$ cat src/hdl/sti_pkg.sv
`timescale 1ns / 1ps
// ----------------------------------------------------------------------------
// sti_pkg: shared types and codes for the sorted table
// Holds the key width, the command and status codes, and the control word
// that the top level broadcasts to every table cell.
// ----------------------------------------------------------------------------
package sti_pkg;

  localparam int KEY_W    = 16;
  localparam int STATUS_W = 2;

  // Command codes on the cmd port.
  localparam logic CMD_INSERT = 1'b0;
  localparam logic CMD_DELETE = 1'b1;

  // Status codes on the status port.
  localparam logic [STATUS_W-1:0] ST_DONE      = 2'd0;
  localparam logic [STATUS_W-1:0] ST_FULL      = 2'd1;
  localparam logic [STATUS_W-1:0] ST_NOT_FOUND = 2'd2;

  // Broadcast to all cells: the search key and the shift to apply this cycle.
  typedef struct packed {
    logic             shift_up;
    logic             shift_down;
    logic [KEY_W-1:0] key;
  } cell_ctrl_t;

endpackage

$ cat src/hdl/sti_cell.sv
`timescale 1ns / 1ps
// ----------------------------------------------------------------------------
// sti_cell: one entry of the sorted table
// Holds a key, a payload and a valid flag, compares its key with the
// broadcast key, and on a shift takes the new entry or a neighbor's entry.
// ----------------------------------------------------------------------------
module sti_cell #(
  parameter int PAYLOAD_BITS = 64
) (
  input  logic                     clk,
  input  logic                     rst,
  input  sti_pkg::cell_ctrl_t      ctrl,
  input  logic [PAYLOAD_BITS-1:0]  new_payload,
  input  logic                     prev_lt,
  input  logic [sti_pkg::KEY_W-1:0] below_key,
  input  logic [PAYLOAD_BITS-1:0]  below_payload,
  input  logic                     below_valid,
  input  logic [sti_pkg::KEY_W-1:0] above_key,
  input  logic [PAYLOAD_BITS-1:0]  above_payload,
  input  logic                     above_valid,
  output logic [sti_pkg::KEY_W-1:0] cell_key,
  output logic [PAYLOAD_BITS-1:0]  cell_payload,
  output logic                     cell_valid,
  output logic                     lt,
  output logic                     boundary
);
  import sti_pkg::*;

  // Entries are sorted, so lt forms a run from cell 0 upward; the boundary
  // cell is the first one that is not below the key.
  assign lt       = cell_valid && (cell_key < ctrl.key);
  assign boundary = !lt && prev_lt;

  always_ff @(posedge clk) begin
    if (rst) begin
      cell_valid <= 1'b0;
    end else if (ctrl.shift_up && !lt) begin
      cell_valid <= prev_lt ? 1'b1 : below_valid;
    end else if (ctrl.shift_down && !lt) begin
      cell_valid <= above_valid;
    end
  end

  always_ff @(posedge clk) begin
    if (ctrl.shift_up && !lt) begin
      cell_key     <= prev_lt ? ctrl.key : below_key;
      cell_payload <= prev_lt ? new_payload : below_payload;
    end else if (ctrl.shift_down && !lt) begin
      cell_key     <= above_key;
      cell_payload <= above_payload;
    end
  end

endmodule

$ cat src/hdl/sorted_table_insert_delete_core.sv
`timescale 1ns / 1ps
// ----------------------------------------------------------------------------
// sorted_table_insert_delete_core: sorted key/payload table
// Keeps up to TABLE_DEPTH entries in ascending key order in a row of cells.
// Insert places an entry before the first key that is not smaller; delete
// removes the first entry with an equal key and returns its payload.
// ----------------------------------------------------------------------------
//
// Channel   Signals                                       Direction
// --------  --------------------------------------------  ---------
// command   start, busy, cmd, key, payload                in
// result    done, status, position, entry_count,          out
//           removed_payload
//
// A command transfer happens at a rising edge with start high and busy low.
// The table is updated at that same edge and the result is shown for exactly
// one cycle on the next cycle, flagged by done. One command every cycle; the
// whole insert or delete is one compare-and-shift step in the cell row.
// busy is high only during reset and the cycle after it. The receiver cannot
// stall, so results are never held back. Reset clears the valid flags and the
// entry count; stored keys and payloads are not cleared.
//
module sorted_table_insert_delete_core #(
  parameter int TABLE_DEPTH  = 8,
  parameter int PAYLOAD_BITS = 64,
  localparam int POS_W       = $clog2(TABLE_DEPTH),
  localparam int CNT_W       = $clog2(TABLE_DEPTH + 1)
) (
  input  logic                        clk,
  input  logic                        rst,
  input  logic                        start,
  output logic                        busy,
  input  logic                        cmd,
  input  logic [sti_pkg::KEY_W-1:0]   key,
  input  logic [PAYLOAD_BITS-1:0]     payload,
  output logic                        done,
  output logic [sti_pkg::STATUS_W-1:0] status,
  output logic [POS_W-1:0]            position,
  output logic [CNT_W-1:0]            entry_count,
  output logic [PAYLOAD_BITS-1:0]     removed_payload
);
  import sti_pkg::*;

  // Per-cell views of the row.
  logic [KEY_W-1:0]        cell_key     [TABLE_DEPTH];
  logic [PAYLOAD_BITS-1:0] cell_payload [TABLE_DEPTH];
  logic [TABLE_DEPTH-1:0]  cell_valid;
  logic [TABLE_DEPTH-1:0]  cell_lt;
  logic [TABLE_DEPTH-1:0]  cell_bnd;
  logic [TABLE_DEPTH-1:0]  cell_match;

  logic [CNT_W-1:0]        fill_count;
  logic [CNT_W-1:0]        fill_count_next;
  logic                    accept;
  logic                    is_insert;
  logic                    full;
  logic                    found;
  cell_ctrl_t              ctrl;
  logic [POS_W-1:0]        bnd_pos;
  logic [PAYLOAD_BITS-1:0] bnd_payload;

  assign accept    = start && !busy;
  assign is_insert = (cmd == CMD_INSERT);
  assign full      = (fill_count == CNT_W'(TABLE_DEPTH));

  // The cell that sits at the boundary of the sorted run holds the first
  // equal key if there is one, because equal keys follow the smaller ones.
  always_comb begin
    for (int i = 0; i < TABLE_DEPTH; i++) begin
      cell_match[i] = cell_bnd[i] && cell_valid[i] && (cell_key[i] == key);
    end
  end
  assign found = |cell_match;

  assign ctrl.key        = key;
  assign ctrl.shift_up   = accept && is_insert && !full;
  assign ctrl.shift_down = accept && !is_insert && found;

  // The row of cells. Cell 0 always counts as having a smaller neighbor below
  // it; the top cell sees an empty neighbor above it.
  for (genvar g = 0; g < TABLE_DEPTH; g++) begin : g_cell
    logic                    prev_lt;
    logic [KEY_W-1:0]        below_key;
    logic [PAYLOAD_BITS-1:0] below_payload;
    logic                    below_valid;
    logic [KEY_W-1:0]        above_key;
    logic [PAYLOAD_BITS-1:0] above_payload;
    logic                    above_valid;

    if (g == 0) begin : g_bottom
      assign prev_lt       = 1'b1;
      assign below_key     = '0;
      assign below_payload = '0;
      assign below_valid   = 1'b0;
    end else begin : g_inner_lo
      assign prev_lt       = cell_lt[g-1];
      assign below_key     = cell_key[g-1];
      assign below_payload = cell_payload[g-1];
      assign below_valid   = cell_valid[g-1];
    end

    if (g == TABLE_DEPTH - 1) begin : g_top
      assign above_key     = '0;
      assign above_payload = '0;
      assign above_valid   = 1'b0;
    end else begin : g_inner_hi
      assign above_key     = cell_key[g+1];
      assign above_payload = cell_payload[g+1];
      assign above_valid   = cell_valid[g+1];
    end

    sti_cell #(
      .PAYLOAD_BITS(PAYLOAD_BITS)
    ) u_cell (
      .clk          (clk),
      .rst          (rst),
      .ctrl         (ctrl),
      .new_payload  (payload),
      .prev_lt      (prev_lt),
      .below_key    (below_key),
      .below_payload(below_payload),
      .below_valid  (below_valid),
      .above_key    (above_key),
      .above_payload(above_payload),
      .above_valid  (above_valid),
      .cell_key     (cell_key[g]),
      .cell_payload (cell_payload[g]),
      .cell_valid   (cell_valid[g]),
      .lt           (cell_lt[g]),
      .boundary     (cell_bnd[g])
    );
  end

  // Boundary is one-hot whenever the table is not full, so an OR of the
  // indexes picks out the single boundary cell; the payload OR takes only a matching cell.
  always_comb begin
    bnd_pos     = '0;
    bnd_payload = '0;
    for (int i = 0; i < TABLE_DEPTH; i++) begin
      if (cell_bnd[i]) begin
        bnd_pos = bnd_pos | POS_W'(i);
      end
      if (cell_match[i]) begin
        bnd_payload = bnd_payload | cell_payload[i];
      end
    end
  end

  always_comb begin
    fill_count_next = fill_count;
    if (ctrl.shift_up) begin
      fill_count_next = fill_count + CNT_W'(1);
    end else if (ctrl.shift_down) begin
      fill_count_next = fill_count - CNT_W'(1);
    end
  end

  always_ff @(posedge clk) begin
    if (rst) begin
      busy       <= 1'b1;
      done       <= 1'b0;
      fill_count <= '0;
    end else begin
      busy       <= 1'b0;
      done       <= accept;
      fill_count <= fill_count_next;
    end
  end

  // Result payload registers carry no reset; done qualifies them.
  always_ff @(posedge clk) begin
    if (accept) begin
      entry_count <= fill_count_next;
      priority if (ctrl.shift_up) begin
        status          <= ST_DONE;
        position        <= bnd_pos;
        removed_payload <= '0;
      end else if (ctrl.shift_down) begin
        status          <= ST_DONE;
        position        <= bnd_pos;
        removed_payload <= bnd_payload;
      end else if (is_insert) begin
        status          <= ST_FULL;
        position        <= '0;
        removed_payload <= '0;
      end else begin
        status          <= ST_NOT_FOUND;
        position        <= '0;
        removed_payload <= '0;
      end
    end
  end

  // A result appears only in the cycle after a command transfer.
  a_done_follows_accept: assert property (@(posedge clk) disable iff (rst)
    done |-> $past(start && !busy))
    else $error("result strobe without a command transfer");

  // Valid cells always number exactly the entry count.
  a_valid_matches_count: assert property (@(posedge clk) disable iff (rst)
    $countones(cell_valid) == 32'(fill_count))
    else $error("valid flags disagree with the entry count");

  // Valid cells sit contiguously from cell 0.
  a_valid_contiguous: assert property (@(posedge clk) disable iff (rst)
    $onehot0(cell_valid + TABLE_DEPTH'(1)))
    else $error("valid cells are not a contiguous run from the bottom");

  // A full refusal reports a full table.
  a_full_count: assert property (@(posedge clk) disable iff (rst)
    (done && status == ST_FULL) |-> entry_count == CNT_W'(TABLE_DEPTH))
    else $error("full status reported with free entries");

endmodule
$ cat config.mk
export PLATFORM = sky130hd
export DESIGN_NAME = sorted_table_insert_delete_core
export DESIGN_NICKNAME = d
export VERILOG_FILES = /design/src/hdl/sti_pkg.sv /design/src/hdl/sti_cell.sv /design/src/hdl/sorted_table_insert_delete_core.sv
export SDC_FILE = /design/constraint.sdc
export NUM_CORES = 2
export LEC_CHECK = 0
export ABC_AREA = 1
export BUFFER_PORTS_ARGS = -buffer_cell sky130_fd_sc_hd__buf_2
export CAP_MARGIN = 20
export CELL_PAD_IN_SITES_DETAIL_PLACEMENT = 1
export CELL_PAD_IN_SITES_GLOBAL_PLACEMENT = 2
export CORE_ASPECT_RATIO = 0.75
export CORE_MARGIN = 10
export CORE_UTILIZATION = 43
export CTS_CLUSTER_DIAMETER = 100
export CTS_CLUSTER_SIZE = 8
export DETAILED_ROUTE_END_ITERATION = 7
export PLACE_DENSITY = 0.91
export SLEW_MARGIN = 20
export SYNTH_ARGS = -nofsm -noshare
export SYNTH_HDL_FRONTEND = slang
export SYNTH_SLANG_ARGS = --single-unit
$ cat constraint.sdc
create_clock -name clk -period 10.6 [get_ports clk]
set_input_delay 0.53 -clock clk [delete_from_list [all_inputs] [get_ports clk]]
set_output_delay 0.53 -clock clk [all_outputs]
set_load 0.01 [all_outputs]
==> impl_metrics.ini <==
[yosys]
ys_types = 39
ys.flop_type = edfxtp_1
syn_nets = 4781
ys_warn_count = 0
seq_area_frac_synth_pct = 53.6
synth_edf_count = 713
synth.avg_cell_area_um2 = 8.86
ys_async_sr_fraction_pct = 0
synth_cells = 4567
synth_area_um2 = 40500
yosys_register_bits = 727

[critical_path]
cp-start-kind = register
crit_fanout = 114
cpMaxStageDelayCell = buf_4
worstPathArrival_ns = 6.43
critPathRequiredTime_ns = 10.89
rrSetupSlack_ns = 4.46
cp_cell_sequence = ha_1 -> a21oi_1 -> nand2_1 -> nand2_1 -> nand2_1 -> a21oi_4 -> buf_12 -> nand3_4 -> nand2_1 -> nor2_1 -> nand3_2 -> nand2_4 -> nand2_4 -> nand2_1 -> inv_4 -> buf_4
endpoint_kind = register
path_common_cell = nand2_1
r2r_start = g_cell[1].u_cell.cell_key[3]$_DFFE_PP_
r2r-end = g_cell[2].u_cell.cell_payload[18]$_DFFE_PP_
critical_path_class = reg -> reg
crit_buf_inv = 3
cpPeakStageDelay_ns = 0.82
worstRegToRegCells = 16
cp_top_family = simple AND/OR/NAND/NOR gates

[timing]
finalCritPeriodShare_pct = 57.9
max_slew_margin_pct = 20.9
slew_viol_final = 0
rsz0062_at_grt = false
fmax_mhz = 163
hold_violations = 0
tightest_slew_ns = 1.19
fin_skew_ns = 0.0340
finalCriticalPeriod_ns = 6.14
setup_tns_ns = 0
finalSetupViolations = 0

[global_route]
grt_pass1_vias = 38200
track_usage_pct = 30.6
grt_max_degree = 146
grt_pass1_wl_mm = 250
antenna_found_initial = 3
grt_overflow_total = 0

[clocking]
cts-resized-gates = 0
clkLatencyLatePin_ns = 0.70
cts.sinks = 727
clockRootBuffer = clkbuf_16
cts_buffers = 100
clk_pin_slew_ns = 0.06
cts.path.max_buffers = 3
post_cts_buffers = 0
cts_htree_levels = 3
holdBufCountCts = 0
cts_tree = yes

[place]
gp_congestion = 0.857
hpwl_mm = 96.5
portBuffers = 158

[finish]
mostFrequentLayoutCell = o21ai_0
layout-drive-gt1-share_pct = 8.17
syn2layout_area_growth_pct = 11.0
mostFrequentLayoutCells = o21ai_0 (796), edfxtp_1 (713), a21oi_1 (637)
n_fill_cell = 10800
layout.nets = 4784
final_util_pct = 48.1

[power_and_ir_drop]
p_leak_nw = 17.7
powerDensity_nw_per_um2 = 156
ir_drop_uv = 129

[floorplan]
io_pins = 159
die_x_um = 374
initial_core_util_pct = 43.3
rows = 97
fp.dieArea_um2 = 107000
die_height_um = 286
core_um2 = 93300

[route]
drt.antenna.violating_nets = 0
route.vias.total = 37500
drtPass1Iterations = 8
drt-total-wl_mm = 169
drc = 0
viasPerCell = 6.42
first_iter_violations = 4859
wl_per_cell_um = 29.0

[job]
drv_cap = 0

[outcome]
status = finished clean

[min_path]
hold_end = busy$_DFF_P_
worstHoldStart = rst
hp-class = in -> reg
min_path_cells = 1
[report_power, final]
| part | total [mW] | internal, mW | switching, mW |
|---|---|---|---|
| logic | 0.669 | 0.153 | 0.516 |
| clock network | 2.99 | 1.70 | 1.29 |
| registers | 3.33 | 3.28 | 0.0496 |
| total | 6.99 | 5.13 | 1.85 |
[layer usage]
layer  track usage [%]  up-vias  share of wire (%)
li1                  -    16000                  -
met1              42.5    18600                 41
met2              46.6     2504                 43
met3              6.68      403                 12
met4              11.6        2                3.5
met5                 0        -             0.0059
[final cells by class]
type | instances | area, µm² | area share [%]
multi-input combinational | 2926 | 15400 | 34.3
clock inverter | 4 | 61.3 | 0.137
clock buffer | 128 | 2630 | 5.85
timing repair buffer | 209 | 1220 | 2.73
tap | 1237 | 1550 | 3.45
antenna | 5 | 12.5 | 0.0279
inverter | 606 | 2320 | 5.16
sequential | 727 | 21700 | 48.3
[stage by stage]
step | cells | cell area [µm²] | power [mW] | hold WS [ns] | setup WS (ns)
after global routing | 5839 | 44900 | 7.17 | 0.151 | 4.25
final | 5842 | 44900 | 6.99 | 0.154 | 4.46
after global placement | 5705 | 42200 | 4.00 | 0.495 | 4.30
after floorplan | 4567 | 40500 | 3.73 | 0.446 | 4.50
after CTS | 5837 | 44900 | 6.98 | 0.130 | 4.64
after detailed placement | 5705 | 42200 | 4.03 | 0.505 | 4.08
[worst max-delay path by stage]
| stage | from | cells after the start | endpoint |
|---|---|---|---|
| after CTS | g_cell[1].u_cell.cell_key[7]$_DFFE_PP_ | 16 | g_cell[2].u_cell.cell_payload[18]$_DFFE_PP_ |
| after floorplan | key[15] | 12 | g_cell[0].u_cell.cell_key[0]$_DFFE_PP_ |
| after detailed placement | key[7] | 18 | g_cell[2].u_cell.cell_payload[10]$_DFFE_PP_ |
| after global placement | key[1] | 20 | g_cell[2].u_cell.cell_payload[7]$_DFFE_PP_ |
| after global routing | g_cell[1].u_cell.cell_key[3]$_DFFE_PP_ | 16 | g_cell[2].u_cell.cell_payload[14]$_DFFE_PP_ |
| final | g_cell[1].u_cell.cell_key[3]$_DFFE_PP_ | 16 | g_cell[2].u_cell.cell_payload[18]$_DFFE_PP_ |
[state kept, by name, indices dropped and copies added, names as in the netlist]
signal	count
fill_count	4
done	1
g_cell.u_cell.cell_payload	512
g_cell.u_cell.cell_key	128
busy	1
entry_count	4
position	3
status	2
g_cell.u_cell.cell_valid	8
removed_payload	64
[Yosys cell counts (all sizes together), types with 11 or more instances]
cell / number / area, µm²
o21ai: 800 / 4000
edfxtp: 713 / 21400
a21oi: 642 / 3250
inv: 603 / 2260
nand2: 471 / 1800
nor2: 460 / 1740
clkbuf: 237 / 890
o22ai: 176 / 1100
ha: 130 / 1630
buf: 71 / 347
a211oi: 68 / 510
nand3: 57 / 305
o221ai: 38 / 333
a31oi: 23 / 144
dfxtp: 14 / 280
nor4: 14 / 87.6
o31ai: 14 / 105
nand4: 11 / 68.8
[cell families after synthesis]
family,synth area share [%]
adder cells (fa/ha/maj),4.02
buffers and inverters,8.68
multiplexers,0.0247
AND/OR/NAND/NOR,10.1
flip-flops,53.6
AO/OA/AOI/OAI,23.5
Note: power is estimated with default switching activity, not from simulation.
